### src/design/ema_filter_bank_core_assert.svh
// Assertion macros used by the EMA filter bank top level.
`ifndef EMA_FILTER_BANK_CORE_ASSERT_SVH
`define EMA_FILTER_BANK_CORE_ASSERT_SVH

// Same-cycle implication, checked on clk outside of reset.
`define EFB_ASSERT_NOW(lbl, ante, cons, msg) \
	lbl: assert property (@(posedge clk) disable iff (!arst_n) (ante) |-> (cons)) \
		else $error(msg);

// Next-cycle implication, checked on clk outside of reset.
`define EFB_ASSERT_NEXT(lbl, ante, cons, msg) \
	lbl: assert property (@(posedge clk) disable iff (!arst_n) (ante) |=> (cons)) \
		else $error(msg);

`endif

### src/design/ema_fb_ram.sv
// Simple dual-port synchronous RAM with registered read.
module ema_fb_ram #(
	parameter int WIDTH = 32,
	parameter int DEPTH = 64,
	parameter int AW = (DEPTH > 1) ? $clog2(DEPTH) : 1
) (
	input  logic clk,
	input  logic wr_en,
	input  logic [AW-1:0] wr_addr,
	input  logic [WIDTH-1:0] wr_data,
	input  logic rd_en,
	input  logic [AW-1:0] rd_addr,
	output logic [WIDTH-1:0] rd_data
);

	logic [WIDTH-1:0] mem [DEPTH];
	logic [WIDTH-1:0] rd_data_q;

	always_ff @(posedge clk) begin
		if (wr_en) begin
			mem[wr_addr] <= wr_data;
		end
	end

	always_ff @(posedge clk) begin
		if (rd_en) begin
			rd_data_q <= mem[rd_addr];
		end
	end

	assign rd_data = rd_data_q;

endmodule

### config.mk
export PLATFORM = sky130hd
export DESIGN_NAME = ema_fb_ram
export DESIGN_NICKNAME = d
export VERILOG_FILES = /design/src/design/ema_filter_bank_core_assert.svh /design/src/design/ema_fb_ram.sv
export SDC_FILE = /design/constraint.sdc
export NUM_CORES = 2
export LEC_CHECK = 0
export ABC_CLOCK_PERIOD_IN_PS = 3900
export BUFFER_PORTS_ARGS = -buffer_cell sky130_fd_sc_hd__buf_4
export CAP_MARGIN = 20
export CELL_PAD_IN_SITES_DETAIL_PLACEMENT = 0
export CELL_PAD_IN_SITES_GLOBAL_PLACEMENT = 2
export CORE_MARGIN = 3
export CORE_UTILIZATION = 46
export DETAILED_ROUTE_END_ITERATION = 6
export GPL_ROUTABILITY_DRIVEN = 0
export PLACE_DENSITY = 0.76
export SLEW_MARGIN = 5
export SYNTH_ARGS = -nofsm -noshare
export SYNTH_HDL_FRONTEND = slang
export SYNTH_SLANG_ARGS = --single-unit
### constraint.sdc
create_clock -name clk -period 3.9 [get_ports clk]
set_clock_uncertainty 0.15 [all_clocks]
set_input_delay 0.585 -clock clk [delete_from_list [all_inputs] [get_ports clk]]
set_output_delay 0.585 -clock clk [all_outputs]
set_load 0.1 [all_outputs]
# [Yosys cells after proc, flatten, opt, wreduce, memory -nomap -nowiden]
# Memories as Yosys holds them, arrays and structs flattened. A register that Yosys moved wholly into a read port is not among the register bits.
# Cells that the tools add are included.
[classes] add_sub_neg=0 multipliers=0 n_div=0 order_cmp=0 n_eq_ne=0 n_shift=0 n_mux=2 bitwise_logic=0 n_reduce_logical=0
[op_table] cell="1-bit two-way mux" n=2
[totals] reg_bits=0 latchBits=0 ramBits=2048 mem_bits_ro=0 inputBits=47 elab_cells=3 n_memories=1
[mem_list] memory="mem" words=64 width=32 read_ports=1 rd_clocked_by_memory_dff=1 wr=1 line_no="ema_fb_ram.sv:16" source="logic [WIDTH-1:0] mem [DEPTH];"

# [Logic depth before layout (Yosys ltp)]
[depth] depth_word=2 ltp_mapped=10

# [Worst setup path before layout]
# Ideal clock, no wire load.
[synth_path] kind="input -> register" startpoint="input wr_addr[3]" endpoint="memory mem[48][0] (enable)" setup_ps=461 arrival_time_ps=3284 path_slack_ps=5 cell_stages=4 path_buffers=1 path_cell_list="clkbuf_1 -> nor2b_1 -> nand4b_1 -> nor3_1"
[synth_lines] element="start, declared" line_no="ema_fb_ram.sv:9" source="input logic [AW-1:0] wr_addr,"
[synth_lines] element="end, declared" line_no="ema_fb_ram.sv:16"
# Straight into the memory's write port.

==> summary.md <==
| Metric | Value |
|---|---|
| Fin crit period | `2981 ps` |
| Post-synthesis mux area share | `16.72%` |
| Count of buffers inserted at the top-level ports | `approximately 80` |
| DRC Markers | `0` |
| Pin count of the biggest net entering global routing | `between 60 and 70` |
| Classification of the worst-slack hold path | `in2reg` |
| Critical path buffer and inverter count | `4` |
| R2R Path Start | `mem[26][9]` |
| CTS H-tree lvls | `4` |
| Post-cts repair resize count | `0` |
| Clock slew seen by the registers of the worst setup and hold paths | `~70 ps` |
| Max-capacitance violation count | `0` |
| Status | `completed` |
| Maximum count of clock buffers along a single path | `3` |
| Arrival time at the worst endpoint | `3380 ps` |
| Combinational family with the most area after synthesis | `multiplexers` |
| Number of hold-slack violations in the final timing report | `0` |
| Worst IR drop on VDD | `roughly 0.45 mV` |
| Total overflow reported by the global router | `0` |
| Iteration-0 DRC Markers | `5060` |
| Total of endpoints with negative setup slack in the final report | `0` |
| Detailed Routing Iterations Pass 1 | `5` |
| Launching instance or port of the critical path | `rd_addr[1]` |
| Global Route Usage Sum | `a little under a quarter` |
| Nets in the synthesized netlist | `3371` |
| Number of vias per cell | `6.219` |
| Total placed cells including tap cells | `5643` |
| Final layout net count | `3670` |
| TritonCTS clock tree | `done` |
| Number of warnings printed during yosys synthesis | `0` |
| Fraction of final layout cells sized beyond drive strength 1 | `30.72%` |
| Part of the Yosys area used for sequential elements | `79.23%` |
| Number of flip-flops and latches in the synthesized netlist | `2080` |
| Die Wd | `420.0 µm` |
| First-pass GRT wire length | `288.6 mm` |
| Clock Latency Late Sink | `840 ps` |
| Post-Syn Instances | `~3300` |
| Die footprint | `176400 µm²` |
| Effective utilization at floorplan | `46.42%` |
| Headroom to the max-slew limit | `37.52%` |
| Antenna violations before repair | `10` |
| Quantity of hold-fixing buffers added after cts | `0` |
| Number of clock sinks seen by CTS | `2080` |
| Final Cell Area | `90140 µm²` |
| Total core area | `169800 µm²` |
| Via count of the first global-routing pass | `37630` |
| Die height | `roughly 420 µm` |
| Type of origin of the critical path | `input port` |
| Post-synthesis area per instance | `23.72 µm²` |
| Fraction of the mapped netlist area in compound gates | `1.666%` |
| Share of the clock period used by the worst path | `76.43%` |
| Detailed Route WL | `~200 mm` |
| Fin cells | `6007` |
| Xor and xnor area share after synthesis | `0%` |
| Post-CTS Setup Inserts | `0` |
| Pins Over Slew Limit | `0` |
| Critical-path cell list | `buf_8 > buf_12 > buf_12 > buf_4 > mux4_2 > mux4_2 > o22ai_1 > nor2_1` |
| Via count | `37360` |
| Number of rows in the core area | `151` |
| Distinct cell type count after synthesis | `33` |
| Critical path endpoint category | `flip-flop` |
| Max incr delay on CP | `660 ps` |
| Clock Tree Root | `clkbuf_16` |
| Top achievable clock speed | `335.5 MHz` |
| Master of the slowest instance on the critical path | `o22ai_1` |
| Number of I/O pins | `79` |
| Required time worst endpoint | `between 4000 and 5000 ps` |
| Highest net fanout along the worst path | `38` |
| Cts bufs inserted | `196` |
| Remaining number of nets flagged by the antenna check after routing | `0` |
| Critical path type | `in2reg` |
| Utilization after layout | `53.07%` |
| Power density over the cells | `~510 nW/µm²` |
| Post-Synthesis Cell Area | `78840 µm²` |
| Area grow syn2layout | `14.34%` |
| Dpl cell area | `84000 µm²` |
| Final HPWL DP | `112.0 mm` |
| Largest delay share family, worst path | `buffers and inverters` |
| Post-synthesis share of cell area spent on and, or, nand and nor gates | `1.260%` |
| Launch instance of the worst min-delay path | `rd_addr[4]` |
| Measured slew at the worst slew-check pin | `935.0 ps` |
| Static power due to leakage | `28.01 nW` |
| Post-Synth Adder-Cell Area | `0%` |
| Setup repair after global routing missed its margin | `false` |
| Pwr Total | `45.88 mW` |
| Routed WL per cell | `33.94 µm` |
worst paths after layout:
| kind | to | cells after the start | slack [ps] |
|---|---|---|---|
| max | rd_data[9] | 8 | 920 |
| min reg2reg | rd_data[20] | 4 | 690 |
| max reg2reg | rd_data[9] | 4 | 1260 |
| min | rd_data[11] | 3 | 150 |
tightest hold or removal path, stage by stage:
cell and delay, ps:
buf_4 210, a21oi_1 110, nor2_1 90
cell usage in the layout (no fill, tap or decap), drive strengths merged, types with 12 or more instances in the layout:
cell       n
a21oi     62
a22oi     12
buf      283
bufinv    14
clkbuf   238
clkinv    93
edfxtp  2080
mux2i     93
mux4     544
nand2     26
nor2     137
nor2b     15
o221ai    27
o22ai     84
stage by stage:
step / setup WS [ps] / setup TNS [ps] / hold WS (ps)
global placement: 23.76 / 0 / 645.7
global route: 918.5 / 0 / 102.9
CTS: 892.0 / 0 / 76.38
finish: 919.3 / 0 / 148.2
floorplan: 5.236 / 0 / 533.9
detailed placement: -15.58 / -15.58 / 669.9
cell families (layout without fill, tap and decap cells):
group	after synthesis	count (layout)
buffers and inverters	182	641
other	0	6
multiplexers	637	637
AO/OA/AOI/OAI	202	202
AND/OR/NAND/NOR	223	223
flip-flops	2080	2080
synth_stat cells, drive strengths merged:
cell type	instances	area share, %
edfxtp	2080	79
mux4	544	16
nor2	137	0.65
buf	108	0.77
mux2i	93	1.2
o22ai	84	0.67
clkbuf	74	0.35
a21oi	62	0.39
o221ai	27	0.30
nand2	26	0.12
nor2b	15	0.12
a22oi	12	0.11
a311oi	8	0.089
nand2b	8	0.063
nor3	7	0.044
nand3	5	0.032
nand3b	5	0.048
or3b	5	0.056
a41o	4	0.051
and3	4	0.032
o32ai	4	0.044
or2	3	0.024
or3	3	0.024
and2	2	0.016
nand4	2	0.016
a31oi	1	0.0079
nand4b	1	0.011
sequential cells by signal, summed over array words and instances, names as in the netlist:
register  cells
rd_data      32
mem        2048
where the power goes:
group	total (mW)	switching (mW)	internal (mW)	leakage [nW]
registers	24.9	0.0775	24.8	18.7
logic	2.68	1.76	0.922	6.28
clock network	18.3	8.04	10.3	3.00
cell type report:
class / count / area (µm²)
fillers: 12690 / 79710
flip-flops and latches: 2080 / 62460
multi-input cells: 1062 / 15970
clock buffers: 238 / 5147
repair buffers: 283 / 2801
well taps: 2218 / 2775
clock inverters: 120 / 974.7
diodes: 6 / 15.01
per-layer routing:
| layer | up-vias | GRT usage (%) | share of wire [%] |
|---|---|---|---|
| li1 | 14910 | - | - |
| met1 | 20410 | 34.38 | 41 |
| met2 | 1782 | 36.21 | 47 |
| met3 | 254 | 4.873 | 9.1 |
| met4 | 2 | 7.219 | 3.0 |
| met5 | - | 0 | 0.0064 |
No activity file was read; power rests on OpenSTA's default activity.
