File: config.mk
export PLATFORM = sky130hd
export DESIGN_NAME = ema_fb_update
export DESIGN_NICKNAME = d
export VERILOG_FILES = /design/src/design/ema_filter_bank_core_assert.svh /design/src/design/ema_fb_pkg.sv /design/src/design/ema_fb_update.sv
export SDC_FILE = /design/constraint.sdc
export NUM_CORES = 1
export LEC_CHECK = 0
export ABC_AREA = 1
export BUFFER_PORTS_ARGS = -buffer_cell sky130_fd_sc_hd__buf_2
export CORE_MARGIN = 2
export CORE_UTILIZATION = 37
export CTS_BUF_LIST = sky130_fd_sc_hd__clkbuf_2 sky130_fd_sc_hd__clkbuf_4 sky130_fd_sc_hd__clkbuf_8
export DETAILED_ROUTE_END_ITERATION = 16
export PLACE_DENSITY = 0.57
export SLEW_MARGIN = 20
export SYNTH_ARGS = -nofsm -noshare
export SYNTH_HDL_FRONTEND = slang
export SYNTH_SLANG_ARGS = --single-unit
File: constraint.sdc
create_clock -name clk -period 5.4 [get_ports clk]
set_input_delay 0.27 -clock clk [delete_from_list [all_inputs] [get_ports clk]]
set_output_delay 0.27 -clock clk [all_outputs]
set_load 0.05 [all_outputs]
File: src/design/ema_filter_bank_core_assert.svh
// Assertion macros used by the EMA filter bank top level.
`ifndef EMA_FILTER_BANK_CORE_ASSERT_SVH
`define EMA_FILTER_BANK_CORE_ASSERT_SVH

// Same-cycle implication, checked on clk outside of reset.
`define EFB_ASSERT_NOW(lbl, ante, cons, msg) \
	lbl: assert property (@(posedge clk) disable iff (!arst_n) (ante) |-> (cons)) \
		else $error(msg);

// Next-cycle implication, checked on clk outside of reset.
`define EFB_ASSERT_NEXT(lbl, ante, cons, msg) \
	lbl: assert property (@(posedge clk) disable iff (!arst_n) (ante) |=> (cons)) \
		else $error(msg);

`endif

File: src/design/ema_fb_pkg.sv
// Package with the types, constants and states of the EMA filter bank.
package ema_fb_pkg;

	localparam int VALUE_BITS = 32;
	localparam int ALPHA_BITS = 16;
	localparam int UNIT_BITS = 6;
	localparam int SENSOR_BITS = 5;

	localparam int DEF_NUM_UNITS = 64;
	localparam int DEF_NUM_SENSORS = 32;

	// Difference raw - prev is exact with one extra bit.
	localparam int DIFF_W = VALUE_BITS + 1;
	localparam int PROD_W = DIFF_W + ALPHA_BITS + 1;
	localparam int QUO_W = PROD_W - ALPHA_BITS;

	// Default smoothing weight: round(0.3 * 2^ALPHA_BITS).
	localparam logic [ALPHA_BITS-1:0] ALPHA_RESET =
		ALPHA_BITS'(((64'd3 << ALPHA_BITS) + 64'd5) / 64'd10);

	localparam logic CMD_SAMPLE = 1'b0;
	localparam logic CMD_CLEAR = 1'b1;

	typedef struct packed {
		logic command;
		logic [UNIT_BITS-1:0] unit_index;
		logic [SENSOR_BITS-1:0] sensor_index;
		logic signed [VALUE_BITS-1:0] raw_sample;
	} cmd_t;

	typedef struct packed {
		logic signed [VALUE_BITS-1:0] filtered_value;
		logic first_sample;
	} res_t;

	typedef struct packed {
		logic ld_diff;
		logic ld_mul;
	} upd_ctrl_t;

	typedef enum logic [2:0] {
		ST_INIT,
		ST_IDLE,
		ST_DIFF,
		ST_MUL,
		ST_WRITE
	} state_t;

endpackage

File: src/design/ema_fb_update.sv
// Two-stage filter update: difference, then weighted step with round-half-up.
module ema_fb_update (
	input  logic clk,
	input  ema_fb_pkg::upd_ctrl_t ctrl,
	input  logic [ema_fb_pkg::VALUE_BITS-1:0] prev,
	input  logic [ema_fb_pkg::VALUE_BITS-1:0] raw,
	input  logic [ema_fb_pkg::ALPHA_BITS-1:0] alpha,
	output logic [ema_fb_pkg::VALUE_BITS-1:0] sum
);

	localparam int VB = ema_fb_pkg::VALUE_BITS;
	localparam int AB = ema_fb_pkg::ALPHA_BITS;
	localparam int DW = ema_fb_pkg::DIFF_W;
	localparam int PW = ema_fb_pkg::PROD_W;
	localparam int QW = ema_fb_pkg::QUO_W;

	logic signed [DW-1:0] d_s1;
	logic [VB-1:0] prev_s1;
	logic signed [PW-1:0] prod_s2;
	logic [VB-1:0] prev_s2;
	logic signed [AB:0] alpha_ext;
	logic [QW-1:0] prev_ext;
	logic [QW-1:0] quo;
	logic [QW-1:0] rnd;
	logic [QW-1:0] sum_w;

	assign alpha_ext = $signed({1'b0, alpha});

	always_ff @(posedge clk) begin
		if (ctrl.ld_diff) begin
			prev_s1 <= prev;
			d_s1 <= $signed({raw[VB-1], raw}) - $signed({prev[VB-1], prev});
		end
		if (ctrl.ld_mul) begin
			prev_s2 <= prev_s1;
			prod_s2 <= PW'(d_s1) * PW'(alpha_ext);
		end
	end

	// Adding half before the shift equals adding the top dropped bit after it.
	always_comb begin
		prev_ext = {{(QW-VB){prev_s2[VB-1]}}, prev_s2};
		quo = prod_s2[PW-1:AB];
		rnd = {{(QW-1){1'b0}}, prod_s2[AB-1]};
		sum_w = prev_ext + quo + rnd;
		sum = sum_w[VB-1:0];
	end

endmodule

=== After elaboration in Yosys (flattened, before gate mapping) ===
Cells that the tools add are included.

* Register bits after elaboration: 145
* Input bits: 83
* Word-level logic and storage cells: 8

* Add/subtract/negate cells: 3
* $mul: 1

{| class="wikitable"
|+ Operators with widths
! operator !! number
|-
| $mul A33 B17 Y48 || 1
|-
| $sub A32 B32 Y33 || 1
|-
| $add A32 B1 Y32 || 1
|-
| $add A32 B32 Y32 || 1
|}

=== Logic depth before layout (Yosys ltp) ===
Gate-level depths: netlist (run 1).

* Depth after elaboration: 2
* Depth in mapped cells: 30
* Gate-level depth less buffers: 28

=== Least setup slack after synthesis (run 1) ===
OpenSTA, ideal clock, no wires.

* Path type: input-to-reg
* Start: in alpha[3] in the netlist's numbering
* End: reg prod_s2[47], data pin
* Setup time: 0.252 ns
* Data arrival time: 5.461 ns
* Data required time: 5.148 ns
* Slack: -0.313 ns
* Stages on the path: 24
* Path through: clkbuf_1 clkbuf_1 nand2_1 fa_1 fa_1 inv_1 fa_1 inv_1 fa_1 inv_1 fa_1 fa_1 ha_1 nand2_1 nor2_1 inv_1 nor2_1 nand2_1 nor2_1 nand2_1 nand3_1 inv_1 nand2_1 nand2_1

* Word-level cells in the longest chain between the ends: 1

{| class="wikitable"
|+ Ends and longest elaborated chain
! element !! line !! source
|-
| start, declared || ema_fb_update.sv:7 || <nowiki>input logic [ema_fb_pkg::ALPHA_BITS-1:0] alpha,</nowiki>
|-
| $mul A33 B17 Y48 || ema_fb_update.sv:36 || <nowiki>prod_s2 <= PW'(d_s1) * PW'(alpha_ext);</nowiki>
|-
| end signal, assigned || ema_fb_update.sv:36 ||
|-
| end, declared || ema_fb_update.sv:19 || <nowiki>logic signed [PW-1:0] prod_s2;</nowiki>
|}

Every way passes these cells.
A chain may end at the register's enable or synchronous reset.

=== Worst setup path after layout (run 1) ===
* Start: reg d_s1[31]
* End: reg prod_s2[38], data pin

* Word-level cells in the longest chain between the ends: 1

{| class="wikitable"
|+ Ends and longest elaborated chain
! element !! line !! source
|-
| start, declared || ema_fb_update.sv:17 || <nowiki>logic signed [DW-1:0] d_s1;</nowiki>
|-
| start signal, assigned || ema_fb_update.sv:32 || <nowiki>d_s1 <= $signed({raw[VB-1], raw}) - $signed({prev[VB-1], prev});</nowiki>
|-
| $mul A33 B17 Y48 || ema_fb_update.sv:36 ||
|}

Every way passes these cells.

==> results of run 1 <==
==> final timing paths <==
kind | startpoint | to | slack [ps] | cells after the start
worst max-delay path | d_s1[31] | prod_s2[38] | -150 | 22
worst min-delay path | prev[12] | prev_s1[12] | 50 | 1
worst max register to register | d_s1[31] | prod_s2[38] | -150 | 22
worst min register to register | prev_s1[8] | prev_s2[8] | 410 | 0
==> repair_timing <==
action / in CTS / in global routing
buffers inserted: 26 / 15
hold buffers: 27 / 2
pin swaps: 67 / 58
endpoints found under the setup margin: 33 / 33
gates resized for setup: 197 / 138
cloned: 0 / 0
hold endpoints to repair: 27 / 2
==> metal layers <==
layer  vias to the layer above  routed length (µm)
met5                         -                   0
met4                         0                1280
met3                        54                2840
met2                       393               40200
met1                     11200               34500
li1                      11200                   -
==> cells in the final DEF (no fill, tap or decap), types with 22 or more instances in the layout <==
cell           synthesis  final
nand2_1             1042    961
nor2_2                11     31
o21ai_0               41     36
buf_12                 0     44
fa_1                 492    467
ha_1                 174    139
nor2_4                 4     29
a21oi_1              110     83
ha_4                   0     32
buf_4                  0    238
xor2_1                52     48
a21oi_2                3     26
dlygate4sd3_1          0     29
buf_2                  0    114
inv_2                 14     32
fa_2                   0     25
nand3_1               91     82
edfxtp_1             130    130
nand4_1               22     22
inv_1               1031   1011
nor2_1               149    104
nand2_2                9     72
==> sequential cells by signal, summed over array words and instances, names as in the netlist <==
signal	cells
d_s1	33
prod_s2	33
prev_s1	32
prev_s2	32
==> cells by family after synthesis <==
kind of cell               synth area share (%)
AOI/OAI and AO/OA                          4.83
xor gates and xnor gates                   1.84
adders and majority gates                  43.5
buffers and inverters                      15.9
DFF                                        14.1
and+or+nand+nor                            19.9
==> critical path: stages (launching register included) <==
cell and delay [ps]:
edfxtp_1 430, buf_12 170, buf_6 140, nand2_1 60, inv_1 60, fa_1 520
inv_1 50, fa_1 490, inv_1 50, fa_1 550, fa_2 440, fa_1 490
inv_1 50, fa_1 480, inv_1 70, ha_4 290, nand2_1 130, nor2_4 180
nand2_2 120, nor2_2 140, nand4_1 160, nand4_1 140, nand2_1 70
==> final cells by class <==
type	instances	area share (%)
multi-input combinational	2320	61.0
inverter	1047	11.6
sequential	130	11.5
timing repair buffer	442	11.0
tap	969	3.58
clock buffer	17	0.691
clock inverter	15	0.536
==> stage by stage <==
step           cells  instance area (µm²)
4_1_cts         4923                33200
2_1_floorplan   3622                27700
6_report        4940                33900
3_3_place_gp    4838                31500
3_5_place_dp    4838                31500
5_1_grt         4940                33900
==> metrics.cfg, run 1 <==
[synthesis]
ys.warnings.count = 0
yosysSeqAreaShare_pct = 14.1
syn-num-nets = 4371
async_reset_ff_share_pct = 0
yosysTopAreaCell = fa_1
synth_edf_count = 130
synth-seq-cells = 130
synthCells = 3622
ys_types = 41
synth.area.top_cells = fa_1 36%, nand2_1 14%, edfxtp_1 14%
synth_top_area_share_pct = 35.6
netlist_top_cells_count = 1042 x nand2_1, 1031 x inv_1, 492 x fa_1
ys.flop_type = edfxtp_1
syn-cell-area_um2 = 27700
yosysMostFrequentCell = nand2_1
postSynthAreaPerCell_um2 = 7.64

[route]
remaining_drc_errors = 0
antenna_left = 0
num_vias = 22800
viasPerCell = 4.62
drtIter0Drc = 1412
wl_per_cell_um = 15.9
routed_wl_um = 78800
dr.pass1.iters = 5

[global_routing]
first_global_vias = 24100
grt_max_degree = 66
use_met1_pct = 27.8
grt_overflow_total = 0
grt_use_met2_pct = 38.6
track_usage_pct = 21.2
globalRouteMet3Util_pct = 1.57
busiest_layer = met2
grt_pass1_wl_um = 129000
antenna_found_initial = 2

[sta]
drv_slew = 0
rsz0062_at_grt = yes
setup_ws_ps = -150
setup_viol = 19
hold_violations = 0
fin_hold_ws_ps = 47.3
setup_tns_ps = -1090
period_needed_ps = 5550
max_slew.worst_pin.slew_ps = 950
fmax_mhz = 180
slew_headroom_pct = 36.7
skew_ps = 20.2
fin_crit_sh_pct = 103

[finish]
drive_gt1_share_pct = 19.0
final_core_util_pct = 45.6
n_antenna_cell = 0
nets = 4707
nFillCells = 7471
register_area_um2 = 3900
areaGrowthSynthToFinish_pct = 22.3
multi_input_area_um2 = 20700

[floorplanning]
die_area_um2 = 77000
io_pins = 115
row_count = 100
die_w_um = 277
fp.dieH_um = 277
coreArea_um2 = 74200
start_util_pct = 37.3

[place]
dpl.hpwl_um = 68000
gp_congestion = 0.929
dpl_worst_slack_ps = -477
io_buffers = 114

[cts]
path_clk_slew_ps = 80
clock_path_buffers = 2
cts_tree = built
root_buffer = clkbuf_8
clk_latency_ps = 470
numCtsBuffers = 17
h-tree-depth = 4
clock_sinks = 130

[run_status]
outcome = finished with violations
violations = setup timing

[worst_setup_path]
cp.required_ps = 5610
critPathLaunchType = flip-flop
critical_path_class = reg2reg
cp.arrival_ps = 5760
worst-path-max-fanout = 4
crit_path_end_kind = flip-flop

[min_path]
holdCritPathClass = in2reg

[flow_run]
maxCapViolCount = 0

Power of run 1 is left out: the tool's default activity adds up to more than one toggle a clock period on the data nets, which glitch-free logic cannot reach.
==> inputs of run 2 (changes only) <==
Settings changed: RECOVER_POWER set to 50.
==> metrics.cfg, run 2 (synthesis results as in run 1) <==
[place]
io_buffers = 114
gp_congestion = 0.929
dpl.hpwl_um = 68000

[worst_setup_path]
critical_path_class = reg2reg
worst-path-max-fanout = 4
crit_path_top_delay_cell = fa_1
cp.required_ps = 5610
path_cells = buf_12, buf_6, nand2_1, inv_1, fa_1, inv_1, fa_1, inv_1, fa_1, fa_2, fa_1, inv_1, fa_1, inv_1, ha_4, nand2_1, nor2_4, nand2_2, nor2_2, nand4_1, nand4_1, nand2_1
slowest_delay_ps = 550
critPathLaunchType = flip-flop
cp.arrival_ps = 5770
crit_path_end_kind = flip-flop

[finish]
reg_top3 = d_s1 (33), prod_s2 (33)
areaGrowthSynthToFinish_pct = 22.2
final_common_cell = inv_1
n_antenna_cell = 0
final_core_util_pct = 45.6
most-common-layout-cells = 1011 x inv_1, 961 x nand2_1, 467 x fa_1, 236 x buf_4, 139 x ha_1
nFillCells = 7485
drive_gt1_share_pct = 18.2
nets = 4707

[sta]
fin_hold_ws_ps = 122
setup_tns_ps = -1120
drv_slew = 132
slew_headroom_pct = -161
setup_viol = 20
hold_violations = 0
period_needed_ps = 5550
fin_crit_sh_pct = 103
fmax_mhz = 180
setup_ws_ps = -152
skew_ps = 22.6
rsz0062_at_grt = yes
max_slew.worst_pin.slew_ps = 3920

[floorplanning]
coreArea_um2 = 74200
row_count = 100
die_area_um2 = 77000
io_pins = 115
fp.dieH_um = 277
start_util_pct = 37.3
die_w_um = 277

[min_path]
holdCritPathClass = in2reg

[route]
drtIter0Drc = 1387
num_vias = 22800
antenna_left = 0
viasPerCell = 4.61
routed_wl_um = 78800
dr.pass1.iters = 5
remaining_drc_errors = 0
wl_per_cell_um = 16.0

[cts]
root_buffer = clkbuf_8
cts_tree = built
clock_sinks = 130
clk_latency_ps = 480
h-tree-depth = 4
numCtsBuffers = 17
clock_path_buffers = 2
path_clk_slew_ps = 80

[global_routing]
grt_pass1_wl_um = 129000
first_global_vias = 24100
grt_overflow_total = 0
track_usage_pct = 21.2
grt_max_degree = 66
antenna_found_initial = 2

[flow_run]
maxCapViolCount = 2

[run_status]
violations = capacitance limit, slew limit, setup timing
outcome = finished with violations

==> run 2: cell count changes in the layout (fill, tap and decap cells not counted) <==
cell      before  now
buf_2        114   82
clkbuf_1       0   34
buf_4        238  236
==> run 2: timing repair <==
item,CTS,global route
pin swaps,67,58
gates resized for setup,197,138
hold buffers,27,2
buffers inserted,26,15
hold endpoints to repair,27,2
endpoints found under the setup margin,33,33
cloned,0,0
==> run 2: critical path: cells and delay by family, from the launching register on <==
kind                       cells  cell delay, ps
adders and majority gates      7            3260
buffers and inverters          7             590
DFF                            1             430
and+or+nand+nor                8            1000
==> run 2: final timing paths <==
path	from	endpoint	slack (ps)	depth (start not counted)
worst max register to register	d_s1[31]	prod_s2[38]	-150	22
worst max-delay path	d_s1[31]	prod_s2[38]	-150	22
worst min-delay path	prev[12]	prev_s1[12]	120	1
worst min register to register	prev_s1[8]	prev_s2[8]	410	0
==> run 2: layout make-up <==
cell class / instances / area (µm²) / area share, %
flip-flops and latches: 130 / 3900 / 11.5
clock inverters: 15 / 181 / 0.537
clock buffers: 17 / 234 / 0.692
multi-input cells: 2320 / 20700 / 61.1
inverters: 1047 / 3940 / 11.6
well taps: 969 / 1210 / 3.59
repair buffers: 442 / 3670 / 10.9
==> run 2: per-layer routing <==
metal,GRT usage (%),vias up,part of all wire [%]
met3,1.57,56,3.7
li1,-,11200,-
met5,0,-,0
met2,38.6,397,51
met4,3.64,0,1.6
met1,27.8,11200,44
==> run 2: metrics by stage <==
stage	setup WS [ps]	instance area [µm²]	cells
6_report	-152	33800	4940
5_1_grt	-365	33800	4940
4_1_cts	-148	33200	4923
3_5_place_dp	-477	31500	4838
3_3_place_gp	-445	31500	4838
2_1_floorplan	-4.87	27700	3622
Power of run 2 is left out for the same reason.
